==> src/afcb_pkg.sv <==
`default_nettype none
package afcb_pkg;

  localparam int DIMS      = 64;
  localparam int ADDR_W    = $clog2(2 * DIMS);
  localparam int SUM_W     = 39;
  localparam int NORM_W    = 20;
  localparam int SCORE_W   = 17;
  localparam int PAIR_W    = 16;
  localparam int ROOT_W    = 40;
  localparam int DEN_W     = 40;
  localparam int REM_W     = 58;
  localparam int QUO_W     = 18;
  localparam int ROOT_STEPS = 20;
  localparam int DIV_STEPS  = 18;
  localparam int CNT_W     = 5;
  localparam logic [SCORE_W-1:0] SCORE_MAX = 17'h10000;
  localparam logic [SUM_W-1:0]   SUM_MAX   = {SUM_W{1'b1}};

  localparam logic CMD_ELEMENT   = 1'b0;
  localparam logic CMD_FRAME_END = 1'b1;

  typedef enum logic [2:0] {
    ST_IDLE,
    ST_ELEM,
    ST_ROOT,
    ST_MUL_LO,
    ST_MUL_HI,
    ST_DIV_LOAD,
    ST_DIV,
    ST_DECIDE
  } state_t;

  typedef struct packed {
    logic accept;
    logic elem;
    logic root_step;
    logic mul_lo;
    logic mul_hi;
    logic div_load;
    logic div_step;
    logic commit;
  } dp_cmd_t;

  typedef struct packed {
    logic out_busy;
  } dp_stat_t;

endpackage
`default_nettype wire

==> src/afcb_ctrl.sv <==
`default_nettype none
module afcb_ctrl (
  input  wire                  clk,
  input  wire                  rst_n,
  input  wire                  in_tvalid,
  input  wire                  in_tuser,
  output logic                 in_tready,
  input  afcb_pkg::dp_stat_t   stat,
  output afcb_pkg::dp_cmd_t    cmd
);

  afcb_pkg::state_t state_r, state_nxt;
  logic [afcb_pkg::CNT_W-1:0] cnt_r, cnt_nxt;

  always_ff @(posedge clk) begin
    if (!rst_n) begin
      state_r <= afcb_pkg::ST_IDLE;
      cnt_r   <= '0;
    end else begin
      state_r <= state_nxt;
      cnt_r   <= cnt_nxt;
    end
  end

  always_comb begin
    state_nxt = state_r;
    cnt_nxt   = cnt_r;
    case (state_r)
      afcb_pkg::ST_IDLE: begin
        cnt_nxt = '0;
        if (in_tvalid) begin
          state_nxt = (in_tuser == afcb_pkg::CMD_FRAME_END) ? afcb_pkg::ST_ROOT
                                                             : afcb_pkg::ST_ELEM;
        end
      end
      afcb_pkg::ST_ELEM: state_nxt = afcb_pkg::ST_IDLE;
      afcb_pkg::ST_ROOT: begin
        cnt_nxt = cnt_r + 1'b1;
        if (cnt_r == afcb_pkg::CNT_W'(afcb_pkg::ROOT_STEPS - 1)) begin
          state_nxt = afcb_pkg::ST_MUL_LO;
        end
      end
      afcb_pkg::ST_MUL_LO: state_nxt = afcb_pkg::ST_MUL_HI;
      afcb_pkg::ST_MUL_HI: state_nxt = afcb_pkg::ST_DIV_LOAD;
      afcb_pkg::ST_DIV_LOAD: begin
        cnt_nxt   = '0;
        state_nxt = afcb_pkg::ST_DIV;
      end
      afcb_pkg::ST_DIV: begin
        cnt_nxt = cnt_r + 1'b1;
        if (cnt_r == afcb_pkg::CNT_W'(afcb_pkg::DIV_STEPS - 1)) begin
          state_nxt = afcb_pkg::ST_DECIDE;
        end
      end
      afcb_pkg::ST_DECIDE: begin
        if (!stat.out_busy) state_nxt = afcb_pkg::ST_IDLE;
      end
      default: state_nxt = afcb_pkg::ST_IDLE;
    endcase
  end

  always_comb begin
    cmd       = '0;
    in_tready = 1'b0;
    case (state_r)
      afcb_pkg::ST_IDLE: begin
        in_tready  = 1'b1;
        cmd.accept = in_tvalid;
      end
      afcb_pkg::ST_ELEM:     cmd.elem      = 1'b1;
      afcb_pkg::ST_ROOT:     cmd.root_step = 1'b1;
      afcb_pkg::ST_MUL_LO:   cmd.mul_lo    = 1'b1;
      afcb_pkg::ST_MUL_HI:   cmd.mul_hi    = 1'b1;
      afcb_pkg::ST_DIV_LOAD: cmd.div_load  = 1'b1;
      afcb_pkg::ST_DIV:      cmd.div_step  = 1'b1;
      afcb_pkg::ST_DECIDE:   cmd.commit    = !stat.out_busy;
      default: cmd = '0;
    endcase
  end

endmodule
`default_nettype wire

==> config.mk <==
export PLATFORM = sky130hd
export DESIGN_NAME = afcb_ctrl
export DESIGN_NICKNAME = d
export VERILOG_FILES = /design/src/afcb_pkg.sv /design/src/afcb_ctrl.sv
export SDC_FILE = /design/constraint.sdc
export NUM_CORES = 1
export LEC_CHECK = 0
export BUFFER_PORTS_ARGS = -buffer_cell sky130_fd_sc_hd__buf_4
export CAP_MARGIN = 20
export CELL_PAD_IN_SITES_DETAIL_PLACEMENT = 0
export CELL_PAD_IN_SITES_GLOBAL_PLACEMENT = 1
export CORE_UTILIZATION = 41
export CTS_BUF_LIST = sky130_fd_sc_hd__clkbuf_2 sky130_fd_sc_hd__clkbuf_4 sky130_fd_sc_hd__clkbuf_8
export DETAILED_ROUTE_END_ITERATION = 6
export HOLD_SLACK_MARGIN = 0.05
export PLACE_DENSITY_LB_ADDON = 0.1
export REMOVE_ABC_BUFFERS = 1
export SLEW_MARGIN = 0
export SYNTH_ARGS = -nofsm -noshare
export SYNTH_HDL_FRONTEND = slang
export SYNTH_SLANG_ARGS = --single-unit
==> constraint.sdc <==
create_clock -name clk -period 2.5 [get_ports clk]
set_input_delay 0 -clock clk [delete_from_list [all_inputs] [get_ports clk]]
set_output_delay 0 -clock clk [all_outputs]
set_load 0.01 [all_outputs]
==> flow_metrics.env, run 1 <==
export IMPL_synth_cells=66
export IMPL_antenna_cells=0
export IMPL_dr_total_vias=522
export IMPL_muxShareOfSynthArea_pct=2.82
export IMPL_tritoncts_num_buffers=3
export IMPL_final_fill_count=115
export IMPL_gp_congestion=0.729
export IMPL_cp_end_kind="primary output"
export IMPL_synth_top_family_by_area="simple AND/OR/NAND/NOR gates"
export IMPL_remaining_number_of_nets_flagged_by_the_antenna_check_after_routing=0
export IMPL_post_cts_setup_buffer_count=0
export IMPL_finish_instance_area_um2=653
export IMPL_run_status="completed"
export IMPL_synth_compound_gate_area_share_pct=15.5
export IMPL_detail_route_drc_violations=0
export IMPL_tritoncts="yes"
export IMPL_count_of_maximum_capacitance_violations=0
export IMPL_cts_reportedPaths_clkPinSlew_ns=0.05
export IMPL_synth_area_top_cells="dfxtp_1 30%, ha_1 4.7%, nand2_1 4.2%"
export IMPL_detailed_routing_iterations_pass_1=4
export IMPL_seq_total_area_yosys_pct=30.0
export IMPL_synth_async_reset_ratio_pct=0
export IMPL_grt_pass1_vias=452
export IMPL_cp_top_family="simple AND/OR/NAND/NOR gates"
export IMPL_multi_input_area_um2=330
export IMPL_port_buffer_count=13
export IMPL_wirelength_routed_um=1160
export IMPL_avgRoutedWirePerCell_um=12.4
export IMPL_mostFrequentLayoutCell="buf_4"
export IMPL_antenna_violations_before_repair=0
export IMPL_floorplan_core_area_um2=1160
export IMPL_final_seq_area_um2=160
export IMPL_critPathMaxFanout=12
export IMPL_final_setup_skew_ns=0.00624
export IMPL_finalCriticalPeriod_ns=1.52
export IMPL_dr_first_iter_drc_count=13
export IMPL_post_synth_edffs=0
export IMPL_hpwlAfterDp_um=826
export IMPL_critical_path_slowest_cell="dfxtp_1"
export IMPL_critPathRequiredTime_ns=2.50
export IMPL_fin_tns_setup_ns=0
export IMPL_finalMaxSlewViolations=0
export IMPL_max_clock_path_buffers=2
export IMPL_power_density_nw_per_um2=478
export IMPL_std_cell_rows=12
export IMPL_p_leak_nw=0.268
export IMPL_cts_root_buffer="clkbuf_4"
export IMPL_wire_length_of_the_first_global_routing_pass_um=2030
export IMPL_worst_hold_path_type="input pin to flop"
export IMPL_synth_cell_type_count=33
export IMPL_floorplan_die_area_um2=1450
export IMPL_ys_dominant_reg_cell="dfxtp_1"
export IMPL_grt_setup_unrepaired="no"
export IMPL_final_setup_viol_count=0
export IMPL_syn_avg_cell_area_um2=8.08
export IMPL_report_final_hold_viol_count=0
export IMPL_fin_util_pct=56.5
export IMPL_worst_margin_slew_ns=0.475
export IMPL_effective_utilization_at_floorplan_pct=46.1
export IMPL_ir_worst_vdd_mv=0.346
export IMPL_slew_limit_headroom_pct=68.3
export IMPL_global_route_usage_total_pct=21.2
export IMPL_htreeDepth=1
export IMPL_synthDominantCellAreaShare_pct=30.0
export IMPL_die_x_um=38.1
export IMPL_synth_adder_area_share_pct=4.69
export IMPL_critPathBufInv=1
export IMPL_die_y_um=38.1
export IMPL_reg2regPathDepth=3
export IMPL_grt_overflow=0
export IMPL_slowest_delay_ns=0.55
export IMPL_synth_seq_cells=8
export IMPL_post_cts_hold_buffer_count=1
export IMPL_start_kind="flop"
export IMPL_yosys_area_top_type="dfxtp_1"
export IMPL_synth_area_um2=533
export IMPL_placed_cell_area_um2=621
export IMPL_num_io_pins=14
export IMPL_critPathKind="flop to primary output"
export IMPL_fmaxAchievable_mhz=658
export IMPL_synth_warnings=0
export IMPL_mostFrequentLayoutCells="13 x buf_4, 8 x dfxtp_1, 6 x nor2_1, 6 x nand2_1, 4 x inv_1"
export IMPL_synth_simple_area_share_pct=37.3
export IMPL_period_utilization_post_route_pct=60.8
export IMPL_clkSinkCount=8
export IMPL_final_layout_size_suffix_gt1_share_pct=25.3
export IMPL_cp_data_arrival_time_ns=1.52
export IMPL_fin_worst_hold_slack_ns=0.0784
export IMPL_worst_skew_pair_late_latency_ns=0.26
export IMPL_post_synth_xor_area_fraction_pct=1.64
export IMPL_areaGrowthSynthToFinish_pct=22.5
export IMPL_maximum_number_of_pins_on_one_net_before_global_route_repair=15
export IMPL_post_drt_via_cell_ratio=5.61
export IMPL_nNetsFinal=88
export IMPL_post_cts_resize_count=0
export IMPL_path_cells="nor2b_1 -> and2_2 -> buf_4"
export IMPL_timing_critical_path_depth=3
export IMPL_min_path_cells=3
==> synth_stat cells (2+ instances only) <==
library cell and count:
o221ai_1 2, nor3_1 2, inv_1 4, ha_1 2, a21oi_1 3, dfxtp_1 8, nand3b_1 3, nand2_1 6
nor2_1 6, and2_1 2, nand4b_1 2, nand2b_1 2, nand3_1 3, nand4_1 2
==> worst register-to-register path, delay by kind of cell (launching register included) <==
kind / cells / cell delay (ns)
flops: 1 / 0.55
xor+xnor: 1 / 0.32
compound gates: 1 / 0.16
simple gates: 1 / 0.25
==> final cells by class <==
cell class,count,share of cell area [%]
well taps,14,2.68
multi-input cells,50,50.6
clock buffers,3,3.45
flip-flops and latches,8,24.5
repair buffers,14,16.5
inverters,4,2.30
==> stage by stage <==
step | setup WS [ns] | power (mW) | cells
after floorplan | 1.33 | 0.180 | 62
after global placement | 1.14 | 0.211 | 89
after detailed placement | 1.09 | 0.211 | 89
after CTS | 0.971 | 0.315 | 93
after global routing | 0.796 | 0.333 | 93
final | 0.979 | 0.312 | 93
==> path summary, 6_finish.rpt <==
kind,start,slack [ns],endpoint
worst min-delay path,rst_n,0.08,cnt_r[0]
worst min register to register,cnt_r[0],0.51,cnt_r[0]
worst max-delay path,state_r[1],0.98,cmd[1]
worst max register to register,state_r[1],1.08,cnt_r[3]
==> flip-flops by register name, indices dropped and copies added (netlist names) <==
signal   count
state_r      3
cnt_r        5
==> cells by family after synthesis <==
logic type	after synthesis
flops	8
mux	1
compound gates	12
buf+inv	8
fa+ha+maj	2
xor+xnor	1
simple gates	34
==> power breakdown <==
group | leakage, nW | total [mW] | internal [mW] | switching (mW)
Sequential | 0.0649 | 0.147 | 0.133 | 0.0145
Clock | 0.0138 | 0.102 | 0.0552 | 0.0473
Combinational | 0.189 | 0.0623 | 0.0325 | 0.0299
==> layer usage <==
| layer | share of wire [%] | GRT usage [%] | vias to the layer above |
|---|---|---|---|
| met3 | 5.9 | 10.5 | 4 |
| met1 | 50 | 25.4 | 239 |
| met5 | 0 | 0 | - |
| met2 | 43 | 32.2 | 15 |
| li1 | - | - | 264 |
| met4 | 1.4 | 8.04 | 0 |
Power figures use the tool's default switching activity.
==> inputs of run 2 (changes only) <==
--- a/config.mk
+++ b/config.mk
@@ -5,11 +5,12 @@
 export SDC_FILE = /design/constraint.sdc
 export NUM_CORES = 1
 export LEC_CHECK = 0
+export ABC_AREA = 1
 export BUFFER_PORTS_ARGS = -buffer_cell sky130_fd_sc_hd__buf_4
 export CAP_MARGIN = 20
 export CELL_PAD_IN_SITES_DETAIL_PLACEMENT = 0
 export CELL_PAD_IN_SITES_GLOBAL_PLACEMENT = 1
-export CORE_UTILIZATION = 41
+export CORE_UTILIZATION = 33
 export CTS_BUF_LIST = sky130_fd_sc_hd__clkbuf_2 sky130_fd_sc_hd__clkbuf_4 sky130_fd_sc_hd__clkbuf_8
 export DETAILED_ROUTE_END_ITERATION = 6
 export HOLD_SLACK_MARGIN = 0.05
==> constraint.sdc (replaced) <==
create_clock -name clk -period 1.3 [get_ports clk]
set_input_delay 0 -clock clk [delete_from_list [all_inputs] [get_ports clk]]
set_output_delay 0 -clock clk [all_outputs]
set_load 0.01 [all_outputs]
==> flow_metrics.env, run 2 <==
export IMPL_run_status="completed"
export IMPL_worst_margin_slew_ns=0.196
export IMPL_std_cell_rows=14
export IMPL_critPathRequiredTime_ns=1.44
export IMPL_slowest_delay_ns=0.35
export IMPL_synth_most_common_cell="nand2_1"
export IMPL_effective_utilization_at_floorplan_pct=36.5
export IMPL_ys_dominant_reg_cell="dfxtp_1"
export IMPL_final_layout_size_suffix_gt1_share_pct=38.3
export IMPL_worst_slack_ns=0.108
export IMPL_die_y_um=43.3
export IMPL_cts_reportedPaths_clkPinSlew_ns=0.06
export IMPL_synth_cells=86
export IMPL_mostFrequentLayoutCell="nand2_1"
export IMPL_synth_seq_cells=8
export IMPL_grt_pass1_vias=518
export IMPL_fin_tns_setup_ns=0
export IMPL_final_setup_viol_count=0
export IMPL_p_leak_nw=0.386
export IMPL_mostFrequentLayoutCells="20 x nand2_1, 18 x buf_4, 12 x inv_1"
export IMPL_grt_use_met3_pct=1.28
export IMPL_final_fill_count=174
export IMPL_globalRoute_busiestLayer="met1"
export IMPL_yosys_area_top_type="dfxtp_1"
export IMPL_min_path_cells=3
export IMPL_dr_total_vias=590
export IMPL_fmaxAchievable_mhz=839
export IMPL_grtUsageMet2_pct=21.5
export IMPL_post_synth_edffs=0
export IMPL_post_drt_via_cell_ratio=4.80
export IMPL_grt_util_met1_pct=22.7
export IMPL_hpwlAfterDp_um=1020
export IMPL_wire_length_of_the_first_global_routing_pass_um=2210
export IMPL_register_to_register_setup_slack_ns=0.11
export IMPL_totalPowerFinal_mw=1.35
export IMPL_final_setup_skew_ns=0.00352
export IMPL_clkSinkCount=8
export IMPL_final_seq_area_um2=165
export IMPL_power_density_nw_per_um2=1780
export IMPL_grt_overflow=0
export IMPL_tritoncts="yes"
export IMPL_synth_async_reset_ratio_pct=0
export IMPL_ir_worst_vdd_mv=0.904
export IMPL_finalMaxSlewViolations=0
export IMPL_worst_skew_pair_late_latency_ns=0.25
export IMPL_timing_hold_worst_start="in_tuser"
export IMPL_num_io_pins=14
export IMPL_critPathKind="flop to flop"
export IMPL_period_utilization_post_route_pct=91.7
export IMPL_synth_cell_type_count=20
export IMPL_worst_min_delay_path_endpoint="state_r[1]"
export IMPL_floorplan_core_area_um2=1540
export IMPL_cts_root_buffer="clkbuf_4"
export IMPL_synth_warnings=0
export IMPL_critical_path_slowest_cell="dfxtp_2"
export IMPL_remaining_number_of_nets_flagged_by_the_antenna_check_after_routing=0
export IMPL_seq_total_area_yosys_pct=28.4
export IMPL_max_clock_path_buffers=2
export IMPL_pre_cts_ws_ns=0.0569
export IMPL_critPathMaxFanout=4
export IMPL_synth_area_um2=563
export IMPL_start_kind="flop"
export IMPL_flip_flop_count_of_the_largest_register_all_copies_and_words_added=5
export IMPL_port_buffer_count=13
export IMPL_syn_avg_cell_area_um2=6.55
export IMPL_worst_path_most_repeated_cell="nand2_1"
export IMPL_worst_r2r_endpoint="state_r[0]"
export IMPL_nNetsFinal=116
export IMPL_finish_instance_area_um2=754
export IMPL_path_cells="ha_2 -> nand2_1 -> inv_1 -> nand2_1 -> nand2_2 -> nand2_2 -> nor2_2 -> nand2_1 -> nand2_1 -> nor2_2"
export IMPL_finalCriticalPeriod_ns=1.19
export IMPL_cp_data_arrival_time_ns=1.33
export IMPL_fin_util_pct=48.9
export IMPL_post_cts_setup_buffer_count=0
export IMPL_placed_cell_area_um2=707
export IMPL_largestRegisters="cnt_r: 5 flops, state_r: 3 flops"
export IMPL_report_final_hold_viol_count=0
export IMPL_tritoncts_num_buffers=3
export IMPL_gp_congestion=0.784
export IMPL_max_flop_register="cnt_r"
export IMPL_slew_limit_headroom_pct=86.9
export IMPL_crit_reg2reg_launch="cnt_r[1]"
export IMPL_reg2regPathDepth=10
export IMPL_floorplan_die_area_um2=1880
export IMPL_htreeDepth=1
export IMPL_detailed_routing_iterations_pass_1=4
export IMPL_die_x_um=43.3
export IMPL_antenna_cells=0
export IMPL_dr_first_iter_drc_count=8
export IMPL_wirelength_routed_um=1280
export IMPL_synthTopCellsByCount="22 x nand2_1, 12 x inv_1, 8 x a21oi_1, 8 x dfxtp_1, 6 x nor2_1"
export IMPL_multi_input_area_um2=347
export IMPL_detail_route_drc_violations=0
export IMPL_grt_setup_unrepaired="no"
export IMPL_global_route_usage_total_pct=15.1
export IMPL_cp_end_kind="flop"
export IMPL_count_of_maximum_capacitance_violations=0
export IMPL_worst_hold_path_type="input pin to flop"
export IMPL_areaGrowthSynthToFinish_pct=34.0
export IMPL_synthDominantCellAreaShare_pct=28.4
export IMPL_synth_area_top_cells="dfxtp_1 28%, nand2_1 15%, inv_1 8.0%"
export IMPL_antenna_violations_before_repair=0
export IMPL_avgRoutedWirePerCell_um=10.4
export IMPL_maximum_number_of_pins_on_one_net_before_global_route_repair=8
==> run 2: cell types whose count changed after synthesis, moves of 3 or more <==
cell	change
inv_1	+8
nor2_2	+4
a21oi_1	+5
nand2_1	+16
nand3b_1	-3
==> run 2: cell families after synthesis <==
| kind of cell | Yosys count | synth area share, % |
|---|---|---|
| and+or+nand+nor | 48 | 41.8 |
| buffers and inverters | 15 | 11.8 |
| AOI/OAI and AO/OA | 12 | 12.0 |
| DFF | 8 | 28.4 |
| adders and majority gates | 2 | 4.44 |
| xor gates and xnor gates | 1 | 1.56 |
==> run 2: final cells by class <==
| cell class | count | share of cell area (%) |
|---|---|---|
| multi-input combinational | 63 | 45.9 |
| sequential | 8 | 21.9 |
| timing repair buffer | 19 | 19.2 |
| inverter | 14 | 7.30 |
| clock buffer | 3 | 2.99 |
| tap | 16 | 2.65 |
==> run 2: worst max path at each step <==
stage                     slack [ns]    endpoint  cells past startpoint       start
after floorplan                 0.10  state_r[0]                      9  state_r[0]
after global placement          0.03  state_r[0]                      9  state_r[0]
after detailed placement        0.06  state_r[0]                      9  state_r[0]
after CTS                       0.04  state_r[0]                      9  state_r[0]
after global routing            0.01  state_r[0]                     11    cnt_r[1]
final                           0.11  state_r[0]                     10    cnt_r[1]
==> run 2: power by group <==
part	switching, mW	internal [mW]
Sequential	0.0851	0.301
Clock	0.0843	0.106
Combinational	0.439	0.331
Total	0.608	0.738
==> run 2: what timing repair did <==
action                                 4_1_cts  5_1_grt
gates resized for setup                      0        8
setup endpoints to repair                    0        6
hold buffers                                 1        0
endpoints found under the hold margin        2        0
==> run 2: routing by layer <==
metal  routed length [µm]  vias up
met3                   60        2
li1                     -      315
met2                  540       14
met4                    8        0
met5                    0        -
met1                  674      259
==> run 2: critical path: cells and delay by family (launching register included) <==
kind | cells | cell delay, ns
adder cells (fa/ha/maj) | 1 | 0.18
buffers and inverters | 1 | 0.05
flip-flops | 1 | 0.35
AND/OR/NAND/NOR | 8 | 0.50
==> run 2: stage by stage <==
stage | cells | hold WS (ns)
floorplan | 85 | 0.0544
global placement | 119 | 0.205
detailed placement | 119 | 0.212
CTS | 123 | 0.0624
global route | 123 | 0.110
finish | 123 | 0.0637
==> inputs of run 3 (changes only) <==
--- a/config.mk
+++ b/config.mk
@@ -15,6 +15,7 @@
 export DETAILED_ROUTE_END_ITERATION = 6
 export HOLD_SLACK_MARGIN = 0.05
 export PLACE_DENSITY_LB_ADDON = 0.1
+export RECOVER_POWER = 25
 export REMOVE_ABC_BUFFERS = 1
 export SLEW_MARGIN = 0
 export SYNTH_ARGS = -nofsm -noshare
==> flow_metrics.env, run 3 (same netlist as run 2, synthesis figures left out) <==
export IMPL_run_status="completed"
export IMPL_nNetsFinal=116
export IMPL_mostFrequentLayoutCells="20 x nand2_1, 18 x buf_4, 12 x inv_1"
export IMPL_start_kind="flop"
export IMPL_report_final_hold_viol_count=0
export IMPL_fin_tns_setup_ns=0
export IMPL_clkSinkCount=8
export IMPL_critPathKind="flop to flop"
export IMPL_avgRoutedWirePerCell_um=10.4
export IMPL_placed_cell_area_um2=707
export IMPL_p_int_mw=0.736
export IMPL_max_clock_path_buffers=2
export IMPL_critPathMaxFanout=4
export IMPL_grt_pass1_vias=518
export IMPL_grt_overflow=0
export IMPL_floorplan_core_area_um2=1540
export IMPL_p_comb_share_pct=56.9
export IMPL_grt_setup_unrepaired="no"
export IMPL_mostFrequentLayoutCell="nand2_1"
export IMPL_areaGrowthSynthToFinish_pct=33.1
export IMPL_max_flop_register="cnt_r"
export IMPL_fmaxAchievable_mhz=839
export IMPL_share_clk_of_total_power_pct=14.2
export IMPL_count_of_maximum_capacitance_violations=0
export IMPL_global_route_usage_total_pct=15.1
export IMPL_detail_route_drc_violations=0
export IMPL_p_leak_nw=0.387
export IMPL_final_layout_size_suffix_gt1_share_pct=36.4
export IMPL_final_setup_viol_count=0
export IMPL_detailed_routing_iterations_pass_1=4
export IMPL_die_x_um=43.3
export IMPL_final_fill_count=174
export IMPL_tritoncts="yes"
export IMPL_maximum_number_of_pins_on_one_net_before_global_route_repair=8
export IMPL_floorplan_die_area_um2=1880
export IMPL_htreeDepth=1
export IMPL_cp_end_kind="flop"
export IMPL_cts_reportedPaths_clkPinSlew_ns=0.06
export IMPL_port_buffer_count=13
export IMPL_worst_margin_slew_ns=0.196
export IMPL_finalCriticalPeriod_ns=1.19
export IMPL_dr_total_vias=589
export IMPL_finish_instance_area_um2=749
export IMPL_seq_power_share_pct=28.9
export IMPL_largestRegisters="cnt_r: 5 flops, state_r: 3 flops"
export IMPL_dr_first_iter_drc_count=8
export IMPL_hpwlAfterDp_um=1020
export IMPL_wirelength_routed_um=1280
export IMPL_worst_hold_path_type="input pin to flop"
export IMPL_finalMaxSlewViolations=0
export IMPL_cts_root_buffer="clkbuf_4"
export IMPL_die_y_um=43.3
export IMPL_antenna_violations_before_repair=0
export IMPL_power_density_nw_per_um2=1780
export IMPL_ir_worst_vdd_mv=0.891
export IMPL_slew_limit_headroom_pct=86.9
export IMPL_antenna_cells=0
export IMPL_remaining_number_of_nets_flagged_by_the_antenna_check_after_routing=0
export IMPL_gp_congestion=0.784
export IMPL_multi_input_area_um2=342
export IMPL_cp_data_arrival_time_ns=1.33
export IMPL_final_setup_skew_ns=0.00352
export IMPL_wire_length_of_the_first_global_routing_pass_um=2210
export IMPL_num_io_pins=14
export IMPL_power_share_switching_pct=45.0
export IMPL_std_cell_rows=14
export IMPL_final_seq_area_um2=165
export IMPL_critPathRequiredTime_ns=1.44
export IMPL_tritoncts_num_buffers=3
export IMPL_period_utilization_post_route_pct=91.7
export IMPL_power_switching_mw=0.601
export IMPL_worst_skew_pair_late_latency_ns=0.25
export IMPL_post_drt_via_cell_ratio=4.79
export IMPL_effective_utilization_at_floorplan_pct=36.5
export IMPL_flip_flop_count_of_the_largest_register_all_copies_and_words_added=5
run 3: cell types whose count changed in the layout (fill, tap and decap cells not counted):
cell / change
nor2_1: +2
nor2_2: -2
run 3: what timing repair did:
| item | in CTS | in global routing |
|---|---|---|
| gates resized for setup | 0 | 8 |
| hold endpoints to repair | 2 | 0 |
| setup endpoints to repair | 0 | 6 |
| hold buffers | 1 | 0 |
| setup buffers | 0 | 0 |
run 3: power groups by stage:
stage               combinational [mW]  sequential, mW  clock (mW)
global route                     0.854           0.394       0.205
global placement                 0.764           0.376           0
detailed placement               0.761           0.377           0
finish                           0.760           0.387       0.190
CTS                              0.767           0.372       0.199
floorplan                        0.483           0.370           0
run 3: final cells by class:
type | count | area share, %
clock buffers | 3 | 3.01
inverters | 14 | 7.35
flip-flops and latches | 8 | 22.0
well taps | 16 | 2.67
repair buffers | 19 | 19.4
multi-input cells | 63 | 45.6
run 3: worst paths after layout:
| kind | slack, ns | start | depth (start not counted) | end |
|---|---|---|---|---|
| setup / recovery | 0.11 | cnt_r[1] | 10 | state_r[0] |
| hold / removal | 0.06 | in_tuser | 3 | state_r[1] |
| setup reg to reg | 0.11 | cnt_r[1] | 10 | state_r[0] |
| hold reg to reg | 0.49 | cnt_r[1] | 2 | cnt_r[1] |
run 3: stage by stage:
step / cells / power, mW / hold slack, ns / setup WS [ns] / utilization (%)
floorplan: 85 / 0.853 / 0.0544 / 0.102 / -
global placement: 119 / 1.14 / 0.205 / 0.0319 / 45.9
detailed placement: 119 / 1.14 / 0.212 / 0.0569 / 45.9
CTS: 123 / 1.34 / 0.0624 / 0.0436 / 48.0
global route: 123 / 1.45 / 0.110 / 0.0102 / 48.6
finish: 123 / 1.34 / 0.0637 / 0.108 / 48.6
run 3: routing by layer:
metal | vias to the layer above | share of wire, % | GRT usage, %
met4 | 0 | 0.63 | 7.27
li1 | 314 | - | -
met5 | - | 0 | 0
met1 | 259 | 52 | 22.7
met3 | 2 | 4.7 | 1.28
met2 | 14 | 42 | 21.5
run 3: worst max-delay path: stages (launching register included):
cell and delay [ns]:
dfxtp_2 0.35, ha_2 0.18, nand2_1 0.05, inv_1 0.05, nand2_1 0.05, nand2_2 0.08
nand2_2 0.06, nor2_2 0.09, nand2_1 0.06, nand2_1 0.08, nor2_2 0.03
